==> src/sv/dth_pkg.sv <==
`timescale 1ns / 1ps
package dth_pkg;
    localparam int SLOT_W = 5;
    localparam int SLOT_SPACE = 32;
    localparam int EXP_W = 25;

    typedef enum logic [1:0] {
        CMD_ADD    = 2'd0,
        CMD_CANCEL = 2'd1,
        CMD_SWEEP  = 2'd2,
        CMD_NONE   = 2'd3
    } cmd_t;

    typedef enum logic [2:0] {
        KIND_ADDED     = 3'd0,
        KIND_FULL      = 3'd1,
        KIND_CANCELLED = 3'd2,
        KIND_CLOSE     = 3'd3,
        KIND_DONE      = 3'd4
    } kind_t;

    typedef struct packed {
        logic [1:0]  command;
        logic [23:0] now_ms;
        logic [23:0] timeout_ms;
        logic [15:0] request_handle;
        logic [4:0]  target_slot;
    } req_t;

    typedef struct packed {
        logic [2:0]  kind;
        logic [4:0]  slot;
        logic [15:0] handle;
        logic        last;
    } rsp_t;

    typedef struct packed {
        logic [EXP_W-1:0]  expiry;
        logic [SLOT_W-1:0] slot;
    } entry_t;

    // heap order: earlier expiry first, ties by smaller slot
    function automatic logic ahead(entry_t a, entry_t b);
        if (a.expiry != b.expiry)
            return a.expiry < b.expiry;
        return a.slot < b.slot;
    endfunction
endpackage

==> src/sv/deadline_timer_heap.sv <==
`timescale 1ns / 1ps
// Deadline timer queue held as a binary min-heap in one synchronous memory with a registered
// read port. Add writes the new entry at the end and climbs up to 5 heap levels toward the root,
// a full queue or a cancel answers without touching the heap, and a sweep checks the head, pops
// it if it has expired or been cancelled, moves the last entry to the root and sifts it down,
// and repeats until the head is live or the heap is empty. Results come out with a one-cycle
// strobe and cannot be held off; busy stays high from the accepting edge until the transaction
// has finished and its last result has been shown.
module deadline_timer_heap #(
    parameter int CAPACITY = 32
) (
    input  logic              clk,
    input  logic              rst_n,
    input  logic              start,
    output logic              busy,
    input  dth_pkg::req_t     request,
    output logic              result_valid,
    output dth_pkg::rsp_t     result
);
    localparam int USABLE = (CAPACITY < dth_pkg::SLOT_SPACE) ? CAPACITY : dth_pkg::SLOT_SPACE;
    localparam int SW = dth_pkg::SLOT_W;
    localparam int CW = SW + 1;

    typedef enum logic [10:0] {
        ST_IDLE   = 11'b00000000001,
        ST_UPRD   = 11'b00000000010,
        ST_UPCMP  = 11'b00000000100,
        ST_HEAD   = 11'b00000001000,
        ST_HEADCK = 11'b00000010000,
        ST_LASTRD = 11'b00000100000,
        ST_DNRDL  = 11'b00001000000,
        ST_DNRDR  = 11'b00010000000,
        ST_DNCMP  = 11'b00100000000,
        ST_OUT    = 11'b01000000000,
        ST_DNWR   = 11'b10000000000
    } state_t;

    dth_pkg::entry_t heap_mem [dth_pkg::SLOT_SPACE];
    logic [15:0]     handle_mem [dth_pkg::SLOT_SPACE];

    logic [USABLE-1:0] in_use_reg, in_use_next;
    logic [USABLE-1:0] cancel_reg, cancel_next;
    logic [CW-1:0]     count_reg, count_next;
    state_t            state_reg, state_next;
    dth_pkg::req_t     req_reg, req_next;
    logic [SW-1:0]     pos_reg, pos_next;
    dth_pkg::entry_t   cur_reg, cur_next;
    dth_pkg::entry_t   lch_reg, lch_next;
    logic              outv_reg, outv_next;
    dth_pkg::rsp_t     out_reg, out_next;

    // memory port
    logic            rd_en, wr_en;
    logic [SW-1:0]   rd_addr, wr_addr;
    dth_pkg::entry_t wr_data, rd_data;
    logic            hw_en;
    logic [SW-1:0]   hw_addr, hr_addr;
    logic [15:0]     hr_data;

    always_ff @(posedge clk)
    begin
        if (wr_en)
            heap_mem[wr_addr] <= wr_data;
        if (rd_en)
            rd_data <= heap_mem[rd_addr];
        if (hw_en)
            handle_mem[hw_addr] <= req_reg.request_handle;
        hr_data <= handle_mem[hr_addr];
    end

    // free slot search
    logic          free_found;
    logic [SW-1:0] free_slot;
    always_comb
    begin
        free_found = 1'b0;
        free_slot = '0;
        for (int i = USABLE - 1; i >= 0; i--)
        begin
            if (!in_use_reg[i])
            begin
                free_found = 1'b1;
                free_slot = SW'(i);
            end
        end
    end

    logic [SW-1:0] parent;
    logic [CW:0]   lidx, ridx;
    logic [SW-1:0] head_s;
    logic          head_cancel;
    assign parent = (pos_reg - SW'(1)) >> 1;
    assign lidx = {pos_reg, 1'b1} + (CW+1)'(0);
    assign ridx = lidx + (CW+1)'(1);
    assign head_s = rd_data.slot;
    assign head_cancel = (32'(head_s) < USABLE) ? cancel_reg[head_s[SW-1:0]] : 1'b0;

    always_comb
    begin
        state_next = state_reg;
        in_use_next = in_use_reg;
        cancel_next = cancel_reg;
        count_next = count_reg;
        req_next = req_reg;
        pos_next = pos_reg;
        cur_next = cur_reg;
        lch_next = lch_reg;
        outv_next = 1'b0;
        out_next = out_reg;
        rd_en = 1'b0;
        rd_addr = '0;
        wr_en = 1'b0;
        wr_addr = '0;
        wr_data = cur_reg;
        hw_en = 1'b0;
        hw_addr = cur_reg.slot;
        hr_addr = head_s;
        unique case (state_reg)
            ST_IDLE:
            begin
                if (start && !busy)
                begin
                    req_next = request;
                    unique case (dth_pkg::cmd_t'(request.command))
                        dth_pkg::CMD_ADD:
                        begin
                            outv_next = 1'b1;
                            out_next = '0;
                            out_next.last = 1'b1;
                            if (!free_found)
                                out_next.kind = dth_pkg::KIND_FULL;
                            else
                            begin
                                out_next.kind = dth_pkg::KIND_ADDED;
                                out_next.slot = free_slot;
                                in_use_next[free_slot] = 1'b1;
                                cancel_next[free_slot] = 1'b0;
                                cur_next.expiry = dth_pkg::EXP_W'(request.now_ms)
                                                + dth_pkg::EXP_W'(request.timeout_ms);
                                cur_next.slot = free_slot;
                                pos_next = count_reg[SW-1:0];
                                count_next = count_reg + CW'(1);
                                state_next = ST_UPRD;
                            end
                        end
                        dth_pkg::CMD_CANCEL:
                        begin
                            if (32'(request.target_slot) < USABLE)
                                if (in_use_reg[request.target_slot])
                                    cancel_next[request.target_slot] = 1'b1;
                            outv_next = 1'b1;
                            out_next = '0;
                            out_next.kind = dth_pkg::KIND_CANCELLED;
                            out_next.slot = request.target_slot;
                            out_next.last = 1'b1;
                            state_next = ST_OUT;
                        end
                        dth_pkg::CMD_SWEEP:
                        begin
                            state_next = ST_HEAD;
                        end
                        default: ;
                    endcase
                end
            end
            ST_UPRD:
            begin
                // write current at pos, then consider parent
                hw_en = (pos_reg == count_reg[SW-1:0] - SW'(1)) ? 1'b1 : 1'b0;
                wr_en = 1'b1;
                wr_addr = pos_reg;
                if (pos_reg == '0)
                    state_next = ST_IDLE;
                else
                begin
                    rd_en = 1'b1;
                    rd_addr = parent;
                    state_next = ST_UPCMP;
                end
            end
            ST_UPCMP:
            begin
                if (dth_pkg::ahead(cur_reg, rd_data))
                begin
                    wr_en = 1'b1;
                    wr_addr = pos_reg;
                    wr_data = rd_data;
                    pos_next = parent;
                    state_next = ST_UPRD;
                end
                else
                    state_next = ST_IDLE;
            end
            ST_HEAD:
            begin
                if (count_reg == '0)
                begin
                    outv_next = 1'b1;
                    out_next = '0;
                    out_next.kind = dth_pkg::KIND_DONE;
                    out_next.last = 1'b1;
                    state_next = ST_OUT;
                end
                else
                begin
                    rd_en = 1'b1;
                    rd_addr = '0;
                    state_next = ST_HEADCK;
                end
            end
            ST_HEADCK:
            begin
                if (head_cancel || (dth_pkg::EXP_W'(req_reg.now_ms) >= rd_data.expiry))
                begin
                    in_use_next[head_s] = 1'b0;
                    cancel_next[head_s] = 1'b0;
                    lch_next.slot = head_s;
                    lch_next.expiry = {dth_pkg::EXP_W{head_cancel}};
                    count_next = count_reg - CW'(1);
                    rd_en = 1'b1;
                    rd_addr = SW'(count_reg - CW'(1));
                    state_next = ST_LASTRD;
                end
                else
                begin
                    outv_next = 1'b1;
                    out_next = '0;
                    out_next.kind = dth_pkg::KIND_DONE;
                    out_next.last = 1'b1;
                    state_next = ST_OUT;
                end
            end
            ST_LASTRD:
            begin
                // hr_data holds the popped handle this cycle
                hr_addr = lch_reg.slot;
                if (lch_reg.expiry[0] == 1'b0)
                begin
                    outv_next = 1'b1;
                    out_next = '0;
                    out_next.kind = dth_pkg::KIND_CLOSE;
                    out_next.slot = lch_reg.slot;
                    out_next.handle = hr_data;
                end
                cur_next = rd_data;
                pos_next = '0;
                state_next = ST_DNRDL;
            end
            ST_DNRDL:
            begin
                if (lidx < (CW+1)'(count_reg))
                begin
                    rd_en = 1'b1;
                    rd_addr = SW'(lidx);
                    state_next = ST_DNRDR;
                end
                else
                    state_next = ST_DNWR;
            end
            ST_DNRDR:
            begin
                lch_next = rd_data;
                if (ridx < (CW+1)'(count_reg))
                begin
                    rd_en = 1'b1;
                    rd_addr = SW'(ridx);
                end
                state_next = ST_DNCMP;
            end
            ST_DNCMP:
            begin
                priority if ((ridx < (CW+1)'(count_reg)) && dth_pkg::ahead(rd_data, lch_reg)
                             && dth_pkg::ahead(rd_data, cur_reg))
                begin
                    wr_en = 1'b1;
                    wr_addr = pos_reg;
                    wr_data = rd_data;
                    pos_next = SW'(ridx);
                    state_next = ST_DNRDL;
                end
                else if (dth_pkg::ahead(lch_reg, cur_reg))
                begin
                    wr_en = 1'b1;
                    wr_addr = pos_reg;
                    wr_data = lch_reg;
                    pos_next = SW'(lidx);
                    state_next = ST_DNRDL;
                end
                else
                    state_next = ST_DNWR;
            end
            ST_DNWR:
            begin
                if (count_reg != '0)
                begin
                    wr_en = 1'b1;
                    wr_addr = pos_reg;
                end
                state_next = ST_HEAD;
            end
            ST_OUT:
            begin
                state_next = ST_IDLE;
            end
            default:
            begin
                state_next = ST_IDLE;
            end
        endcase
    end

    always_ff @(posedge clk or negedge rst_n)
    begin
        if (!rst_n)
        begin
            state_reg <= ST_IDLE;
            in_use_reg <= '0;
            cancel_reg <= '0;
            count_reg <= '0;
            outv_reg <= 1'b0;
        end
        else
        begin
            state_reg <= state_next;
            in_use_reg <= in_use_next;
            cancel_reg <= cancel_next;
            count_reg <= count_next;
            outv_reg <= outv_next;
        end
    end

    always_ff @(posedge clk)
    begin
        req_reg <= req_next;
        pos_reg <= pos_next;
        cur_reg <= cur_next;
        lch_reg <= lch_next;
        out_reg <= out_next;
    end

    assign busy = (state_reg != ST_IDLE) || outv_reg;
    assign result_valid = outv_reg;
    assign result = out_reg;

    property p_count_bound;
        @(posedge clk) disable iff (!rst_n) 32'(count_reg) <= USABLE;
    endproperty
    assert property (p_count_bound) else $error("heap count above capacity");

    property p_count_matches;
        @(posedge clk) disable iff (!rst_n)
            (state_reg == ST_IDLE) |-> ($countones(in_use_reg) == 32'(count_reg));
    endproperty
    assert property (p_count_matches) else $error("heap count differs from slots in use");

    property p_cancel_live;
        @(posedge clk) disable iff (!rst_n) (cancel_reg & ~in_use_reg) == '0;
    endproperty
    assert property (p_cancel_live) else $error("cancel mark on free slot");
endmodule
==> config.mk <==
export PLATFORM = sky130hd
export DESIGN_NAME = deadline_timer_heap
export DESIGN_NICKNAME = d
export VERILOG_FILES = /design/src/sv/dth_pkg.sv /design/src/sv/deadline_timer_heap.sv
export SDC_FILE = /design/constraint.sdc
export NUM_CORES = 2
export LEC_CHECK = 0
export ABC_AREA = 1
export BUFFER_PORTS_ARGS = -buffer_cell sky130_fd_sc_hd__buf_2
export CAP_MARGIN = 20
export CORE_UTILIZATION = 60
export DETAILED_ROUTE_END_ITERATION = 8
export PLACE_DENSITY = 0.77
export SYNTH_ARGS = -nofsm -noshare
export SYNTH_HDL_FRONTEND = slang
export SYNTH_SLANG_ARGS = --single-unit
==> constraint.sdc <==
create_clock -name clk -period 16.6 [get_ports clk]
set_input_delay 2.49 -clock clk [delete_from_list [all_inputs] [get_ports clk]]
set_output_delay 2.49 -clock clk [all_outputs]
set_load 0.05 [all_outputs]
-- Word level (Yosys, flattened, before mapping)
Memory sizes are Yosys's and may differ from the RTL's. A register that Yosys moved wholly into a read port is not among the register bits.
Cells that the tools add are included.
- bitwise gates (word level): 7
- multiplexer cells: 182
- magnitude comparators: 17
- equality and inequality tests: 31
- add/subtract/negate cells: 6
- reductions and logical operators: 27
- operator list (kind ; count):
    $mux W32 ; 8
    $mux W5 ; 47
    $mux W30 ; 7
    $pmux W32 S2 ; 3
    $pmux W30 S2 ; 3
    $pmux W11 S10 ; 1
    $lt A25 B25 Y1 ; 4
    $mux W25 ; 4
    $ne A25 B25 Y1 ; 4
    $pmux W25 S4 ; 1
    $and A32 B32 Y32 ; 3
    $mux W1 ; 80
    $not A32 Y32 ; 2
    $or A32 B32 Y32 ; 2
    $pmux W5 S4 ; 3
    $mux W11 ; 5
    $pmux W25 S2 ; 1
    $pmux W11 S3 ; 1
    $add A24 B24 Y25 ; 1
    $ge A24 B25 Y1 ; 1
    $mux W6 ; 4
    $lt A5 B5 Y1 ; 4
    $mux W10 ; 2
    $lt A5 B6 Y1 const B ; 3
    other kinds (49) ; 76
- register bits after elaboration: 212
- output and inout bits: 27
- logic and storage cells: 288
- memories kept: 2
- memory bits (writable): 1472
- memories (memory ; words ; width ; read ports ; clocked after memory_dff ; write ports ; RTL line ; RTL):
    heap_mem ; 32 ; 30 ; 1 ; 1 ; 1 ; deadline_timer_heap.sv:38 ; dth_pkg::entry_t heap_mem [dth_pkg::SLOT_SPACE];
    handle_mem ; 32 ; 16 ; 1 ; 1 ; 1 ; deadline_timer_heap.sv:39 ; logic [15:0] handle_mem [dth_pkg::SLOT_SPACE];

-- Logic depth before layout (Yosys ltp)
- depth in word-level cells: 42
- mapped depth: 36
- depth with buffers taken out: 35

-- Worst setup path after synthesis
OpenSTA, ideal clock, no wires.
- kind: input -> register
- start: input start
- end: register out_reg, in the netlist result[0], enable pin
- stages on the path: 4
- setup slack: 8.745 ns
- buffers on the path: 0
- data arrival time: 7.376 ns
- cells stage by stage: inv_1 nor2_1 nor2_1 nor4b_1
- word-level cells in the longest chain between the ends: 3
- RTL lines (element ; RTL line ; RTL):
    from (decl) ; deadline_timer_heap.sv:14 ; input logic start,
    $logic_and A1 B1 Y1 ; deadline_timer_heap.sv:121 ; if (start && !busy)
    $ne A2 B2 Y1 (no line) ; - ;
    $reduce_and A6 Y1 (no line) ; - ;
    to (signal assigned) ; deadline_timer_heap.sv:338 ; out_reg <= out_next;
    to (decl) ; deadline_timer_heap.sv:50 ; dth_pkg::rsp_t out_reg, out_next;
No other way between the ends.
A chain may end at the register's enable or synchronous reset.

-- Worst setup path after layout
- start: register pos_reg[0]
- end: register rd_data[25] (netlist name)
- word-level cells in the longest chain between the ends: 4
- RTL lines (element ; RTL line ; RTL):
    from (decl) ; deadline_timer_heap.sv:46 ; logic [SW-1:0] pos_reg, pos_next;
    from (signal assigned) ; deadline_timer_heap.sv:335 ; pos_reg <= pos_next;
    $add A6 B1 Y7 ; deadline_timer_heap.sv:94 ; assign ridx = lidx + (CW+1)'(1);
    $lt A7 B6 Y1 ; deadline_timer_heap.sv:263 ; if (ridx < (CW+1)'(count_reg))
    $mux W1 / $mux W5 (equally long branches) ; deadline_timer_heap.sv:263 ;
    $pmux W1 S5 / $pmux W5 S4 (equally long branches) ; deadline_timer_heap.sv:118 ; unique case (state_reg)
Parallel ways exist; a longest one is shown, timed or not.

==> results.toml <==
[routing]
firstDrtPassIters = 8
avgViaCountPerCell = 6.336
routedWlPerCell_um = 25.12
antenna_left = 0
vias = 54000
drtIter0Drc = 7921
drc_errors = 0
routed_wirelength_um = 214100

[power_and_ir_drop]
clkPwrFrac = 0.328
p_leak_nw = 31.02
power.density_mw_per_mm2 = 139.9
vdd_drop_max_mv = 0.1303
internal-power_mw = 8.237
p_seq_frac = 0.467
finalPower_mw = 11.94
power_switching_share = 0.3102
p_comb_frac = 0.205
p_switching_mw = 3.704

[die]
ioPinCount = 101
die_height_um = 359.5
die-width_um = 359.5
std_cell_rows = 130
die_area_mm2 = 0.1292
coreArea_mm2 = 0.1262
start_util = 0.6074

[global_route]
grtUsageTotal = 0.3282
grt_antenna_before_repair = 2
grt_pass1_vias = 51630
grt_pass1_wl_um = 318200
grt_overflow = 0
grt_max_degree = 260

[clocking]
clock_latency_ns = 0.83
cts_tree = "done"
cts-root-buf = "clkbuf_16"
cts_hold_buffers = 0
cts_buffers = 172
htreeDepth = 4
cts_max_path_buffers = 3
ctsResizeCount = 0
post_cts_buffers = 0
clkSinkCount = 1730
clk_pin_slew_worst_paths_ns = 0.06

[cells_and_area]
layout-drive-gt1-share = 0.09037
final_area_mm2 = 0.08533
largest_reg_flops = 960
nNetsFinal = 6960
multi_input_area_mm2 = 0.02112
seq_area_mm2 = 0.05138
layout_common_cells = "1632 x edfxtp_1, 762 x inv_1, 676 x o21ai_0"
area_growth_pct = 11.30
final_common_cell = "edfxtp_1"
nFillCells = 8857

[place]
place_area_mm2 = 0.07928
gp_congestion = 0.9766
hpwl_um = 126800
port_buffers = 100

[logic_synthesis]
ys_seq_elements = 1730
syn_area_mm2 = 0.07667
netlist_instances = 6690
yosys_most_used_dff = "edfxtp_1"
synthArstFlopShare = 0.04740
synth_edf_count = 1632
seq_area_frac_synth = 0.6702
yosysWarnings = 0
yosysUniqueCellTypes = 60
syn_area_per_cell_um2 = 11.46
syn_nets = 6921

[sta]
max_freq_ghz = 0.1398
hold_viol_final = 0
min_period_ns = 7.155
fin_setup_tns_ns = 0
rsz0062_at_grt = "false"
slew_headroom = 0.2312
skew_ns = 0.06032
worst_pin_slew_ns = 1.150
final_max_slew_viol_count = 0
setup_viol = 0
fin_crit_sh = 0.4310

[critical_path]
cp.required_ns = 17.17
crit_path_top_delay_cell = "buf_4"
path_cells = "inv_1 > ha_1 > ha_1 > nand3_1 > nand2_1 > a21oi_1 > o21bai_1 > a21oi_1 > o21ai_0 > nor2_1 > a211oi_4 > buf_4 > buf_4 > buf_4 > buf_4 > a21oi_1 > o21ai_0 > nand3_1 > nand3_1 > a21oi_1 > or2_1"
path_class = "reg -> reg"
slowest_delay_ns = 1.01
end_kind = "register"
startpoint_type = "register"
cp_max_fo = 96
arrival_ns = 7.72

[job]
cap_violations = 0

[outcome]
status = "finished clean"

[hold_path]
hold_class = "reg -> reg"
-- cell families (layout without fill, tap and decap cells) --
group,count (synthesis),count (layout),synth area share
XOR/XNOR,19,19,0.002170
AO/OA/AOI/OAI,1794,1794,0.1389
adder cells (fa/ha/maj),157,157,0.02572
flip-flops,1730,1730,0.6702
buffers and inverters,1174,1356,0.06118
other,0,2,0
AND/OR/NAND/NOR,1816,1816,0.1018
-- stage by stage --
step / setup WS (ns) / cells / hold slack (ns) / util
2_1_floorplan: 8.745 / 6690 / 0.4530 / -
3_3_place_gp: 9.784 / 8178 / 0.4748 / 0.6264
3_5_place_dp: 9.678 / 8188 / 0.4808 / 0.6281
4_1_cts: 9.645 / 8505 / 0.4951 / 0.6730
5_1_grt: 9.113 / 8522 / 0.5302 / 0.6760
6_report: 9.445 / 8524 / 0.4952 / 0.6761
-- power by group through the flow --
| stage | logic, mW | clock network (mW) | registers [mW] |
|---|---|---|---|
| 2_1_floorplan | 1.35 | 0 | 5.74 |
| 3_3_place_gp | 2.24 | 0 | 5.71 |
| 3_5_place_dp | 2.28 | 0 | 5.72 |
| 4_1_cts | 2.29 | 3.95 | 5.63 |
| 5_1_grt | 2.63 | 4.11 | 5.59 |
| 6_report | 2.45 | 3.92 | 5.57 |
-- critical path: cells and delay by family (launching register included) --
kind            cells  cell delay, ns
compound gates      8            1.16
fa+ha+maj           2            0.65
buf+inv             5            3.58
flops               1            0.51
simple gates        6            0.83
-- synthesized netlist by cell type (all sizes together) (7+ instances only) --
cell type / count / share of area
o221ai: 142 / 0.016
clkinv: 8 / 0.00039
or2: 42 / 0.0034
inv: 772 / 0.038
buf: 186 / 0.013
nor2: 583 / 0.029
o211ai: 287 / 0.029
nor4: 12 / 0.00098
nand2: 592 / 0.029
a311oi: 16 / 0.0018
o21ai: 733 / 0.048
o21a: 14 / 0.0014
a21oi: 489 / 0.032
dfrtp: 81 / 0.026
edfxtp: 1632 / 0.64
nor3: 58 / 0.0038
xor2: 13 / 0.0015
a211oi: 7 / 0.00075
a31oi: 25 / 0.0020
dfxtp: 16 / 0.0042
ha: 156 / 0.025
nand4: 50 / 0.0041
nand3: 463 / 0.030
a22oi: 17 / 0.0017
o22ai: 31 / 0.0025
clkbuf: 208 / 0.010
and3: 10 / 0.00082
-- layout make-up --
| type | count | area share |
|---|---|---|
| Antenna cell | 2 | 0.00005865 |
| Timing Repair Buffer | 259 | 0.02522 |
| Clock inverter | 92 | 0.01260 |
| Clock buffer | 225 | 0.05387 |
| Sequential cell | 1730 | 0.6021 |
| Multi-Input combinational cell | 3786 | 0.2475 |
| Inverter | 780 | 0.03441 |
| Tap cell | 1650 | 0.02419 |
-- metal layers --
metal / routed length (um) / up-vias / track usage
li1: - / 24260 / -
met1: 81070 / 25910 / 0.4430
met2: 99660 / 3244 / 0.5181
met3: 21990 / 593 / 0.05409
met4: 11380 / 0 / 0.1676
met5: 0 / - / 0
-- path summary, 6_finish.rpt --
kind	from	slack [ns]	to	cells after the start
max in group asynchronous	rst_n	13.86	count_reg[5]$_DFFE_PN0P_	2
hold / removal	cancel_reg[19]$_DFFE_PN0P_	0.50	cancel_reg[19]$_DFFE_PN0P_	2
setup / recovery	pos_reg[0]$_DFFE_PP_	9.44	rd_data[25]$_DFFE_PP_	21
setup reg to reg	pos_reg[0]$_DFFE_PP_	9.44	rd_data[25]$_DFFE_PP_	21
min in group asynchronous	rst_n	1.59	in_use_reg[26]$_DFFE_PN0P_	1
hold reg to reg	cancel_reg[19]$_DFFE_PN0P_	0.50	cancel_reg[19]$_DFFE_PN0P_	2
Note: power is estimated with default switching activity, not from simulation.
